**src/design/frf_pkg.sv**
```systemverilog
// Shared types and constants for the framebuffer rectangle fill engine.
// Used by every module of the block; depends on nothing.
`default_nettype none

package frf_pkg;

    // Sizing defaults and fixed widths
    localparam int MAX_COORD_DEF = 4096;
    localparam int QUEUE_DEPTH   = 4;
    localparam int CFG_IDX_W     = 3;
    localparam int CFG_DATA_W    = 32;
    localparam int PROD_W        = 28;   // y_pos (12) times line_pitch (16)
    localparam int XOFF_W        = 14;   // x_pos (12) times 3 or 4
    localparam int JOB_FIXED_W   = 1 + PROD_W + XOFF_W + 32;

    // Command codes
    typedef enum logic [1:0] {
        CMD_FILL  = 2'd0,
        CMD_PIXEL = 2'd1,
        CMD_CLEAR = 2'd2,
        CMD_STEP  = 2'd3
    } cmd_e_t;

    // Configuration register indexes
    typedef enum logic [CFG_IDX_W-1:0] {
        REG_FRAME_BASE   = 3'd0,
        REG_LINE_PITCH   = 3'd1,
        REG_FOUR_BYTE    = 3'd2,
        REG_RED_SHIFT    = 3'd3,
        REG_GREEN_SHIFT  = 3'd4,
        REG_BLUE_SHIFT   = 3'd5,
        REG_SCREEN_WIDTH = 3'd6
    } reg_idx_t;

    // Register reset values
    localparam logic [31:0] FRAME_BASE_RST   = 32'd0;
    localparam logic [15:0] LINE_PITCH_RST   = 16'd5120;
    localparam logic        FOUR_BYTE_RST    = 1'b1;
    localparam logic [4:0]  RED_SHIFT_RST    = 5'd16;
    localparam logic [4:0]  GREEN_SHIFT_RST  = 5'd8;
    localparam logic [4:0]  BLUE_SHIFT_RST   = 5'd0;
    localparam logic [12:0] SCREEN_WIDTH_RST = 13'd1280;

    typedef struct packed {
        logic [31:0] frame_base;
        logic [15:0] line_pitch;
        logic        four_byte_pixels;
        logic [4:0]  red_shift;
        logic [4:0]  green_shift;
        logic [4:0]  blue_shift;
        logic [12:0] screen_width;
    } cfg_t;

    typedef struct packed {
        cmd_e_t      command;
        logic [11:0] x_pos;
        logic [11:0] y_pos;
        logic [12:0] rect_width;
        logic [12:0] rect_height;
        logic [23:0] color;
    } in_item_t;

    typedef struct packed {
        logic [31:0] write_address;
        logic [31:0] write_data;
        logic [2:0]  write_bytes;
        logic        last_write;
    } out_item_t;

endpackage

`default_nettype wire

```
**src/design/frf_front.sv**
```systemverilog
// Front end: accepts commands, saturates sizes, packs the colour and forms
// the address products. Depends on frf_pkg.
`default_nettype none

module frf_front
    import frf_pkg::*;
#(
    parameter int MAX_COORD = MAX_COORD_DEF,
    parameter int CNT_W     = $clog2(MAX_COORD + 1),
    parameter int JOB_W     = JOB_FIXED_W + 2 * CNT_W
) (
    input  wire logic             clk,
    input  wire logic             rst_n,
    input  wire cfg_t             cfg,
    input  wire logic             in_valid,
    output logic                  in_stall,
    input  wire in_item_t         in_item,
    output logic                  job_valid,
    input  wire logic             job_ready,
    output logic [JOB_W-1:0]      job
);

    typedef struct packed {
        logic              is_start;
        logic [PROD_W-1:0] prod;
        logic [XOFF_W-1:0] xoff;
        logic [31:0]       pixel;
        logic [CNT_W-1:0]  w;
        logic [CNT_W-1:0]  h;
    } job_t;

    logic  valid_reg, valid_next;
    job_t  job_reg, job_next;
    logic  accept;
    logic [11:0] x_sel;
    logic [7:0]  red, green, blue;

    function automatic logic [CNT_W-1:0] clamp_size(input logic [12:0] v);
        if (32'(v) > 32'(MAX_COORD))
            return CNT_W'(MAX_COORD);
        else
            return CNT_W'(v);
    endfunction

    // Hold the staged transaction while the queue is full
    assign in_stall  = valid_reg && !job_ready;
    assign accept    = in_valid && !in_stall;
    assign job_valid = valid_reg;
    assign job       = job_reg;

    // Decode the command into a queue entry
    always_comb
    begin
        red   = in_item.color[23:16];
        green = in_item.color[15:8];
        blue  = in_item.color[7:0];
        x_sel = in_item.x_pos;
        job_next.is_start = (in_item.command != CMD_STEP);
        job_next.w = '0;
        job_next.h = '0;
        case (in_item.command)
            CMD_FILL:
            begin
                job_next.w = clamp_size(in_item.rect_width);
                job_next.h = clamp_size(in_item.rect_height);
            end
            CMD_PIXEL:
            begin
                job_next.w = CNT_W'(1);
                job_next.h = CNT_W'(1);
            end
            CMD_CLEAR:
            begin
                x_sel = '0;
                job_next.w = clamp_size(cfg.screen_width);
                job_next.h = clamp_size(in_item.rect_height);
            end
            default:
            begin
                job_next.w = '0;
                job_next.h = '0;
            end
        endcase
        job_next.prod = PROD_W'(in_item.y_pos) * PROD_W'(cfg.line_pitch);
        if (cfg.four_byte_pixels)
            job_next.xoff = {x_sel, 2'b00};
        else
            job_next.xoff = XOFF_W'({x_sel, 1'b0}) + XOFF_W'(x_sel);
        job_next.pixel = (32'(red) << cfg.red_shift) | (32'(green) << cfg.green_shift) |
                         (32'(blue) << cfg.blue_shift);
    end

    // Advance the stage
    always_comb
    begin
        valid_next = valid_reg;
        if (accept)
            valid_next = 1'b1;
        else if (job_ready)
            valid_next = 1'b0;
    end

    always_ff @(posedge clk or negedge rst_n)
    begin
        if (!rst_n)
            valid_reg <= 1'b0;
        else
            valid_reg <= valid_next;
    end

    always_ff @(posedge clk)
    begin
        if (accept)
            job_reg <= job_next;
    end

endmodule

`default_nettype wire

```
**src/design/frf_queue.sv**
```systemverilog
// Short register queue between the front end and the write engine.
// Depends on frf_pkg for the default depth.
`default_nettype none

module frf_queue
    import frf_pkg::*;
#(
    parameter int WIDTH = 8,
    parameter int DEPTH = QUEUE_DEPTH
) (
    input  wire logic             clk,
    input  wire logic             rst_n,
    input  wire logic             push,
    output logic                  ready,
    input  wire logic [WIDTH-1:0] push_data,
    output logic                  pop_valid,
    input  wire logic             pop,
    output logic [WIDTH-1:0]      pop_data
);

    localparam int PW = (DEPTH > 1) ? $clog2(DEPTH) : 1;
    localparam int CW = $clog2(DEPTH + 1);

    logic [WIDTH-1:0] mem [DEPTH];
    logic [PW-1:0] wr_ptr_reg, wr_ptr_next;
    logic [PW-1:0] rd_ptr_reg, rd_ptr_next;
    logic [CW-1:0] count_reg, count_next;
    logic do_push, do_pop;

    assign ready     = (count_reg != CW'(DEPTH));
    assign pop_valid = (count_reg != '0);
    assign pop_data  = mem[rd_ptr_reg];
    assign do_push   = push && ready;
    assign do_pop    = pop && pop_valid;

    // Advance pointers and fill count
    always_comb
    begin
        wr_ptr_next = wr_ptr_reg;
        rd_ptr_next = rd_ptr_reg;
        if (do_push)
            wr_ptr_next = (wr_ptr_reg == PW'(DEPTH - 1)) ? '0 : wr_ptr_reg + PW'(1);
        if (do_pop)
            rd_ptr_next = (rd_ptr_reg == PW'(DEPTH - 1)) ? '0 : rd_ptr_reg + PW'(1);
        count_next = count_reg + CW'(do_push) - CW'(do_pop);
    end

    always_ff @(posedge clk or negedge rst_n)
    begin
        if (!rst_n)
        begin
            wr_ptr_reg <= '0;
            rd_ptr_reg <= '0;
            count_reg  <= '0;
        end
        else
        begin
            wr_ptr_reg <= wr_ptr_next;
            rd_ptr_reg <= rd_ptr_next;
            count_reg  <= count_next;
        end
    end

    always_ff @(posedge clk)
    begin
        if (do_push)
            mem[wr_ptr_reg] <= push_data;
    end

endmodule

`default_nettype wire

```
**src/design/frf_back.sv**
```systemverilog
// Write engine: loads fill state on start entries, issues one pixel write per
// step entry of an active fill into the output register. Depends on frf_pkg.
`default_nettype none

module frf_back
    import frf_pkg::*;
#(
    parameter int MAX_COORD = MAX_COORD_DEF,
    parameter int CNT_W     = $clog2(MAX_COORD + 1),
    parameter int JOB_W     = JOB_FIXED_W + 2 * CNT_W
) (
    input  wire logic             clk,
    input  wire logic             rst_n,
    input  wire cfg_t             cfg,
    input  wire logic             job_valid,
    output logic                  job_pop,
    input  wire logic [JOB_W-1:0] job,
    output logic                  out_valid,
    input  wire logic             out_stall,
    output out_item_t             out_item
);

    typedef struct packed {
        logic              is_start;
        logic [PROD_W-1:0] prod;
        logic [XOFF_W-1:0] xoff;
        logic [31:0]       pixel;
        logic [CNT_W-1:0]  w;
        logic [CNT_W-1:0]  h;
    } job_t;

    job_t job_in;

    logic             active_reg, active_next;
    logic [31:0]      row_addr_reg, row_addr_next;
    logic [31:0]      pix_addr_reg, pix_addr_next;
    logic [CNT_W-1:0] cols_reg, cols_next;
    logic [CNT_W-1:0] rows_reg, rows_next;
    logic [CNT_W-1:0] row_cols_reg, row_cols_next;
    logic [31:0]      packed_reg, packed_next;
    logic             out_valid_reg, out_valid_next;
    out_item_t        out_item_reg, out_item_next;

    logic        out_free;
    logic [31:0] start_addr;
    logic [2:0]  bpp;

    assign job_in    = job_t'(job);
    assign out_free  = !out_valid_reg || !out_stall;
    assign job_pop   = job_valid && (job_in.is_start || !active_reg || out_free);
    assign out_valid = out_valid_reg;
    assign out_item  = out_item_reg;
    assign bpp       = cfg.four_byte_pixels ? 3'd4 : 3'd3;
    assign start_addr = cfg.frame_base + 32'(job_in.prod) + 32'(job_in.xoff);

    // Load, step or hold the fill state
    always_comb
    begin
        active_next    = active_reg;
        row_addr_next  = row_addr_reg;
        pix_addr_next  = pix_addr_reg;
        cols_next      = cols_reg;
        rows_next      = rows_reg;
        row_cols_next  = row_cols_reg;
        packed_next    = packed_reg;
        out_valid_next = out_valid_reg && out_stall;
        out_item_next  = out_item_reg;
        if (job_pop)
        begin
            if (job_in.is_start)
            begin
                packed_next   = job_in.pixel;
                row_addr_next = start_addr;
                pix_addr_next = start_addr;
                row_cols_next = job_in.w;
                cols_next     = job_in.w;
                rows_next     = job_in.h;
                active_next   = (job_in.w != '0) && (job_in.h != '0);
            end
            else if (active_reg)
            begin
                out_valid_next = 1'b1;
                out_item_next.write_address = pix_addr_reg;
                out_item_next.write_data    = packed_reg;
                out_item_next.write_bytes   = bpp;
                out_item_next.last_write    = (cols_reg == CNT_W'(1)) &&
                                              (rows_reg == CNT_W'(1));
                cols_next = cols_reg - CNT_W'(1);
                if (cols_reg == CNT_W'(1))
                begin
                    rows_next = rows_reg - CNT_W'(1);
                    if (rows_reg == CNT_W'(1))
                        active_next = 1'b0;
                    else
                    begin
                        row_addr_next = row_addr_reg + 32'(cfg.line_pitch);
                        pix_addr_next = row_addr_reg + 32'(cfg.line_pitch);
                        cols_next     = row_cols_reg;
                    end
                end
                else
                    pix_addr_next = pix_addr_reg + 32'(bpp);
            end
        end
    end

    always_ff @(posedge clk or negedge rst_n)
    begin
        if (!rst_n)
        begin
            active_reg    <= 1'b0;
            row_addr_reg  <= '0;
            pix_addr_reg  <= '0;
            cols_reg      <= '0;
            rows_reg      <= '0;
            row_cols_reg  <= '0;
            packed_reg    <= '0;
            out_valid_reg <= 1'b0;
        end
        else
        begin
            active_reg    <= active_next;
            row_addr_reg  <= row_addr_next;
            pix_addr_reg  <= pix_addr_next;
            cols_reg      <= cols_next;
            rows_reg      <= rows_next;
            row_cols_reg  <= row_cols_next;
            packed_reg    <= packed_next;
            out_valid_reg <= out_valid_next;
        end
    end

    always_ff @(posedge clk)
    begin
        out_item_reg <= out_item_next;
    end

endmodule

`default_nettype wire

```
**src/design/framebuffer_rect_fill.sv**
```systemverilog
// Top level of the rectangle fill engine: configuration registers, front
// end, queue and write engine. Depends on frf_pkg, frf_front, frf_queue, frf_back.
//
//   channel   direction  handshake              payload
//   in        input      in_valid / in_stall    in_item   (in_item_t)
//   out       output     out_valid / out_stall  out_item  (out_item_t)
//   cfg       input      cfg_write              cfg_index, cfg_data
//
// One command is taken per cycle while the input is not stalled; each step
// command of an active fill yields one pixel write, issued by the single write
// engine that owns the fill counters. An accepted step passes the front stage
// register, a queue entry and the output register before its write appears.
// Reset clears the queue, the fill state and loads the register defaults. A
// stalled output holds active-fill steps back; the queue fills and the input stalls.
`default_nettype none

module framebuffer_rect_fill
    import frf_pkg::*;
#(
    parameter int MAX_COORD = MAX_COORD_DEF
) (
    input  wire logic                  clk,
    input  wire logic                  rst_n,
    input  wire logic                  cfg_write,
    input  wire logic [CFG_IDX_W-1:0]  cfg_index,
    input  wire logic [CFG_DATA_W-1:0] cfg_data,
    input  wire logic                  in_valid,
    output logic                       in_stall,
    input  wire in_item_t              in_item,
    output logic                       out_valid,
    input  wire logic                  out_stall,
    output out_item_t                  out_item
);

    localparam int CNT_W = $clog2(MAX_COORD + 1);
    localparam int JOB_W = JOB_FIXED_W + 2 * CNT_W;

    cfg_t cfg_reg, cfg_next;
    logic             f_valid, q_ready, q_valid, q_pop;
    logic [JOB_W-1:0] f_job, q_job;

    // Decode register writes
    always_comb
    begin
        cfg_next = cfg_reg;
        if (cfg_write)
        begin
            case (reg_idx_t'(cfg_index))
                REG_FRAME_BASE:   cfg_next.frame_base       = cfg_data[31:0];
                REG_LINE_PITCH:   cfg_next.line_pitch       = cfg_data[15:0];
                REG_FOUR_BYTE:    cfg_next.four_byte_pixels = cfg_data[0];
                REG_RED_SHIFT:    cfg_next.red_shift        = cfg_data[4:0];
                REG_GREEN_SHIFT:  cfg_next.green_shift      = cfg_data[4:0];
                REG_BLUE_SHIFT:   cfg_next.blue_shift       = cfg_data[4:0];
                REG_SCREEN_WIDTH: cfg_next.screen_width     = cfg_data[12:0];
                default:          cfg_next = cfg_reg;
            endcase
        end
    end

    always_ff @(posedge clk or negedge rst_n)
    begin
        if (!rst_n)
        begin
            cfg_reg.frame_base       <= FRAME_BASE_RST;
            cfg_reg.line_pitch       <= LINE_PITCH_RST;
            cfg_reg.four_byte_pixels <= FOUR_BYTE_RST;
            cfg_reg.red_shift        <= RED_SHIFT_RST;
            cfg_reg.green_shift      <= GREEN_SHIFT_RST;
            cfg_reg.blue_shift       <= BLUE_SHIFT_RST;
            cfg_reg.screen_width     <= SCREEN_WIDTH_RST;
        end
        else
            cfg_reg <= cfg_next;
    end

    frf_front #(
        .MAX_COORD (MAX_COORD),
        .CNT_W     (CNT_W),
        .JOB_W     (JOB_W)
    ) u_front (
        .clk       (clk),
        .rst_n     (rst_n),
        .cfg       (cfg_reg),
        .in_valid  (in_valid),
        .in_stall  (in_stall),
        .in_item   (in_item),
        .job_valid (f_valid),
        .job_ready (q_ready),
        .job       (f_job)
    );

    frf_queue #(
        .WIDTH (JOB_W),
        .DEPTH (QUEUE_DEPTH)
    ) u_queue (
        .clk       (clk),
        .rst_n     (rst_n),
        .push      (f_valid),
        .ready     (q_ready),
        .push_data (f_job),
        .pop_valid (q_valid),
        .pop       (q_pop),
        .pop_data  (q_job)
    );

    frf_back #(
        .MAX_COORD (MAX_COORD),
        .CNT_W     (CNT_W),
        .JOB_W     (JOB_W)
    ) u_back (
        .clk       (clk),
        .rst_n     (rst_n),
        .cfg       (cfg_reg),
        .job_valid (q_valid),
        .job_pop   (q_pop),
        .job       (q_job),
        .out_valid (out_valid),
        .out_stall (out_stall),
        .out_item  (out_item)
    );

endmodule

`default_nettype wire

```
**config.mk**
```make
export PLATFORM = sky130hd
export DESIGN_NAME = framebuffer_rect_fill
export DESIGN_NICKNAME = d
export VERILOG_FILES = /design/src/design/frf_pkg.sv /design/src/design/frf_front.sv /design/src/design/frf_queue.sv /design/src/design/frf_back.sv /design/src/design/framebuffer_rect_fill.sv
export SDC_FILE = /design/constraint.sdc
export NUM_CORES = 2
export LEC_CHECK = 0
export ABC_AREA = 1
export BUFFER_PORTS_ARGS = -buffer_cell sky130_fd_sc_hd__buf_2
export CORE_ASPECT_RATIO = 0.5
export CORE_MARGIN = 4
export CORE_UTILIZATION = 60
export DETAILED_ROUTE_END_ITERATION = 6
export GPL_ROUTABILITY_DRIVEN = 1
export PLACE_DENSITY = 0.85
export SLEW_MARGIN = 20
export SYNTH_ARGS = -nofsm -noshare
export SYNTH_HDL_FRONTEND = slang
export SYNTH_SLANG_ARGS = --single-unit
export TNS_END_PERCENT = 1
```
**constraint.sdc**
```tcl
create_clock -name clk -period 10.6 [get_ports clk]
set_input_delay 2.12 -clock clk [delete_from_list [all_inputs] [get_ports clk]]
set_output_delay 2.12 -clock clk [all_outputs]
set_load 0.02 [all_outputs]
```
## After elaboration in Yosys (flattened, before gate mapping)

Memories as Yosys holds them, arrays and structs flattened.
Cells that the tools add are included.

| operators by class | value |
|---|---|
| $add $sub $neg | 11 |
| $mul | 1 |
| order comparisons | 3 |
| equal/unequal tests | 16 |
| shift operators | 3 |
| multiplexer cells | 34 |
| bitwise gates (word level) | 3 |
| reduce and logical (&&, ||, !) cells | 37 |

Operators by type and width:

| operator | count |
|---|---|
| two-way mux 32 bit | 7 |
| two-way mux 13 bit | 10 |
| << shifter 8 x 5 -> 32 bit | 3 |
| one-hot mux 26 bit (3 select lines) | 1 |
| OR 32 bit | 2 |
| > comparator 13 bit (second input constant) | 3 |
| adder 32 x 14 -> 32 bit | 1 |
| adder 32 x 16 -> 32 bit | 1 |
| adder 32 x 28 -> 32 bit | 1 |
| adder 32 x 3 -> 32 bit | 1 |
| multiplier 12 x 16 -> 28 bit | 1 |
| equality test 13 x 1 -> 1 bit (second input constant) | 2 |
| nonzero test 13 bit | 2 |
| subtractor 13 x 1 -> 13 bit (second input constant) | 2 |
| AND reduction 2 bit | 9 |
| adder 13 x 12 -> 14 bit | 1 |
| two-way mux 14 bit | 1 |
| two-way mux 12 bit | 1 |
| two-way mux 1 bit | 11 |
| equality test 3 bit (second input constant) | 3 |
| AND reduction 3 bit | 3 |
| logical AND 1 bit | 8 |
| equality test 2 bit (second input constant) | 3 |
| equality test 3 x 2 -> 1 bit (second input constant) | 2 |
| 19 further kinds | 29 |

| storage, ports and cells | value |
|---|---|
| flip-flop bits (word level) | 391 |
| memory bits (writable) | 404 |
| input bits | 116 |
| output and inout port bits | 70 |
| memories kept | 1 |

Memory list:

| name | depth | width | read ports | clocked after memory_dff | write ports | RTL line | RTL |
|---|---|---|---|---|---|---|---|
| u_queue.mem | 4 | 101 | 1 | 0 | 1 | frf_queue.sv:24 | `logic [WIDTH-1:0] mem [DEPTH];` |

## Longest topological paths before layout

| logic depth | value |
|---|---|
| depth in word-level cells | 6 |
| depth in mapped cells | 26 |
| depth with buffers taken out | 22 |

## Modules after synthesis

From an unflattened synthesis, not the netlist that was laid out.

| unflattened totals | value |
|---|---|
| cell total of the unflattened synthesis | 5358 |
| area, all modules | 46877.5 um^2 |

By module, submodules not included:

| module | instances | cells each | area each (um^2) |
|---|---|---|---|
| frf_queue | 1 | 1236 | 16529.6 |
| frf_back | 1 | 1910 | 13878.3 |
| frf_front | 1 | 1863 | 13406.6 |
| framebuffer_rect_fill | 1 | 349 | 3062.9 |

## Worst setup path before layout

OpenSTA, ideal clock, no wires.

| timing path | value |
|---|---|
| kind | input to register |
| start point | in in_item[53] (netlist bit) |
| end point | reg u_front.job_reg, in the netlist u_front.job[92], data pin |
| library setup time | 0.259 ns |
| arrival time | 6.597 ns |
| data required time | 10.341 ns |
| setup slack | 3.744 ns |
| stages on the path | 19 |
| buffers on the path | 2 |
| cell sequence | clkbuf_1 clkbuf_1 nand2_1 fa_1 fa_1 inv_1 fa_1 fa_1 inv_1 fa_1 inv_1 ha_1 a21oi_1 a21boi_0 o21ai_1 a21oi_1 o21ai_0 nand2_1 nand2_1 |

RTL lines:

| item | RTL line | RTL |
|---|---|---|
| start, declared | framebuffer_rect_fill.sv:29 | `input wire in_item_t in_item,` |
| end signal, assigned | frf_front.sv:114 | `job_reg <= job_next;` |
| end, declared | frf_front.sv:33 | `job_t job_reg, job_next;` |

==> qor.csv <==
stage,metric,value,unit
run_status,status,"complete, no violations",
timing,RSZ-0062 raised after global routing,no,
clock_network,Post-CTS Setup Repair Bufs,0,
clock_network,Longest Clk Path Bufs,3,
final_layout,filler cell count,5581,
clock_network,Root Buffer,clkbuf_16,
flow_run,MaxCap Viol Count,0,
floorplan,Initial Util,60.7,%
final_layout,Layout area overhead,9.17,%
grt,total grt overflow,0,
yosys,share of the yosys chip area belonging to registers,51.1,%
routing,DR WL/cell,19.9,um
timing,max_slew headroom,29.1,%
floorplan,IO Pins,186,
yosys,Synth area leaders,"edfxtp_1 39%, dfrtp_1 12%, nand2_1 11%, fa_1 7.2%, inv_1 5.0%",
clock_network,clock latency at the later pin of the worst-skew pair,640,ps
final_layout,final core occ,66.3,%
pwr,worst vdd ir,254,uV
yosys,library cells used by synthesis,56,
routing,post-route ant nets,0,
yosys,largest area contributor in the netlist,edfxtp_1,
timing,Clock Skew,21.7,ps
timing,"Slew Viols, Final",0,
setup_path,most frequent CP cell,fa_1,
clock_network,H-tree Lvls,3,
timing,Tcrit/Tclk final,61.6,%
clock_network,cts bufs inserted,71,
floorplan,die width,393,um
setup_path,FF-to-FF End,u_front.job[94],
timing,final setup fails,0,
timing,minimum clock period,6530,ps
yosys,Synth Instances,4879,
timing,pin slew with the least headroom to its limit,1060,ps
routing,# DRC,0,
yosys,fraction of registers with async set/reset,28.0,%
timing,Fin. Hold Viols,0,
routing,first-pass iteration count of the detailed router,6,
setup_path,slowest cell on the critical path,fa_1,
setup_path,critical path class,in -> reg,
final_layout,share of layout cells above drive strength 1,7.81,%
floorplan,core area,73300,um^2
setup_path,R2R cell count,17,
place,Final HPWL DP,83300,um
setup_path,CP endpoint,u_front.job[94],
setup_path,CP Cell Sequence,buf_2 > nand2_1 > fa_1 > fa_1 > inv_1 > fa_1 > fa_1 > inv_1 > fa_1 > inv_1 > ha_1 > a21oi_1 > a21boi_0 > o21ai_1 > a21oi_1 > o21ai_0 > nand2_1 > nand2_1,
yosys,syn_nets,5305,
grt,initial antenna violation count,4,
routing,via-per-instance ratio,5.81,
clock_network,Hold Buf Count CTS,0,
worst_hold_path,Hold Path Class,reg -> reg,
setup_path,Worst Path Max Fanout,16,
setup_path,cell family with most CP delay,adder cells,
yosys,"Top FF cell, synth",edfxtp_1,
routing,Starting DRT DRC Count,3524,
clock_network,Resized Gates After CTS,0,
yosys,yosys warns,0,
final_layout,number of nets in the layout,5402,
timing,Post-Route Setup TNS,0,ps
pwr,pwr/cell area,366,nW/um^2
yosys,Seq cells post-synth,794,
setup_path,worst setup path start,in_item[53],
setup_path,reg-to-reg critical path startpoint,cfg_reg[32],
setup_path,CP Capture Type,register,
setup_path,r2r setup slk,4970,ps
clock_network,Sink Count,794,
setup_path,Worst setup SP type,input pin,
clock_network,CTS tree,done,
yosys,Yosys top cell area share,38.6,%
clock_network,clock-pin slew on the worst setup and hold paths,70,ps
setup_path,Worst Path Buf+Inv,4,
grt,total track usage,30.2,%
yosys,Post-synth EDFFs,572,
floorplan,die height,201,um
final_layout,Largest register FFs,404,
setup_path,crit-path max cell delay,550,ps
grt,pin count of the biggest net entering global routing,188,
floorplan,Die ar.,78900,um^2
routing,Routed Wire Length,119000,um
place,gpl congestion,0.977,
timing,fmax,153,MHz
grt,first-pass GRT wire length,188000,um
yosys,mean cell area of the mapped netlist,9.12,um^2
grt,vias in the first global route,34800,
routing,vias,34900,
setup_path,Crit path depth,18,
floorplan,Cell Rows,70,
yosys,synthesized area,44500,um^2
pwr,leakage,21.9,nW
setup_path,"Req. time, crit path",10990,ps
setup_path,crit path DAT,6920,ps
place,IO Port Bufs,185,
## final cells by class
class	instances	area, um^2	share of cell area (%)
tap	972	1220	2.50
antenna	3	7.51	0.0154
multi-input combinational	3275	18700	38.5
inverter	615	2310	4.76
clock inverter	29	350	0.721
clock buffer	103	2050	4.21
sequential	794	22700	46.8
timing repair buffer	219	1220	2.52
## how the worst min path moves through the flow
stage	from	end	depth (start not counted)
2_1_floorplan	u_back.pix_addr_reg[3]	u_back.out_item[39]	0
3_3_place_gp	u_back.packed_reg[20]	u_back.out_item[24]	0
3_5_place_dp	u_back.packed_reg[5]	u_back.out_item[9]	0
4_1_cts	u_back.packed_reg[17]	u_back.out_item[21]	0
5_1_grt	u_back.packed_reg[17]	u_back.out_item[21]	0
6_report	u_back.packed_reg[29]	u_back.out_item[33]	0
## metrics by stage
step,power (mW),setup slack [ps],hold slack [ps],instance area [um^2],instances
6_report,17.8,4070,449,48600,6010
5_1_grt,19.2,3720,456,48600,6007
3_5_place_dp,15.0,3460,431,46200,5874
4_1_cts,17.7,4130,449,48600,6006
2_1_floorplan,12.3,3740,420,44500,4879
3_3_place_gp,14.7,3590,430,46200,5874
## where the power goes
part	switching (mW)	internal, mW
Combinational	6.63	3.06
Clock	1.17	1.49
Sequential	0.670	4.79
Total	8.46	9.34
## per-layer routing
metal	vias to the layer above	track usage, %	share of wire [%]
li1	16200	-	-
met1	16800	39.9	40
met2	1527	50.5	48
met3	282	4.92	8.2
met4	6	12.0	3.8
met5	-	0	0.031
## cells in the mapped netlist (38+ instances only)
library cell / instances
nand3_1: 238
dfrtp_1: 215
ha_1: 151
a21oi_1: 148
edfxtp_1: 572
xor2_1: 38
o21ai_0: 418
fa_1: 159
o22ai_1: 80
nand2_1: 1293
clkbuf_1: 152
inv_1: 597
nor2_1: 454
## cell usage in the layout (no fill, tap or decap), types with 7 or more instances in the layout
master,synthesis,layout
mux2_2,14,14
nor2_1,454,450
a31oi_1,30,30
o21ai_0,418,418
inv_1,597,595
and2_1,7,7
o21bai_1,10,10
nand3_1,238,238
fa_1,159,159
buf_4,7,32
clkbuf_8,0,13
or2_2,10,10
o22ai_1,80,80
a21oi_1,148,148
edfxtp_1,572,572
o211ai_1,7,7
o21ai_1,23,23
dfrtp_1,215,213
nand3b_1,13,13
mux2i_1,12,12
dfstp_2,7,7
xnor2_1,26,26
clkinv_1,6,10
clkbuf_16,0,72
o22a_1,13,13
buf_2,24,184
clkbuf_1,152,18
nor4_1,10,10
nor3_1,37,37
ha_1,151,151
nand4_1,35,35
xor2_1,38,38
inv_2,12,12
nand2_1,1293,1291
## cell families after synthesis
kind of cell / count (synthesis) / synth area share, %
multiplexers: 26 / 0.624
flip-flops: 794 / 51.1
AND/OR/NAND/NOR: 2107 / 19.2
AO/OA/AOI/OAI: 768 / 9.45
buffers and inverters: 810 / 7.01
adder cells (fa/ha/maj): 310 / 11.4
XOR/XNOR: 64 / 1.26
Note: power is estimated with default switching activity, not from simulation.
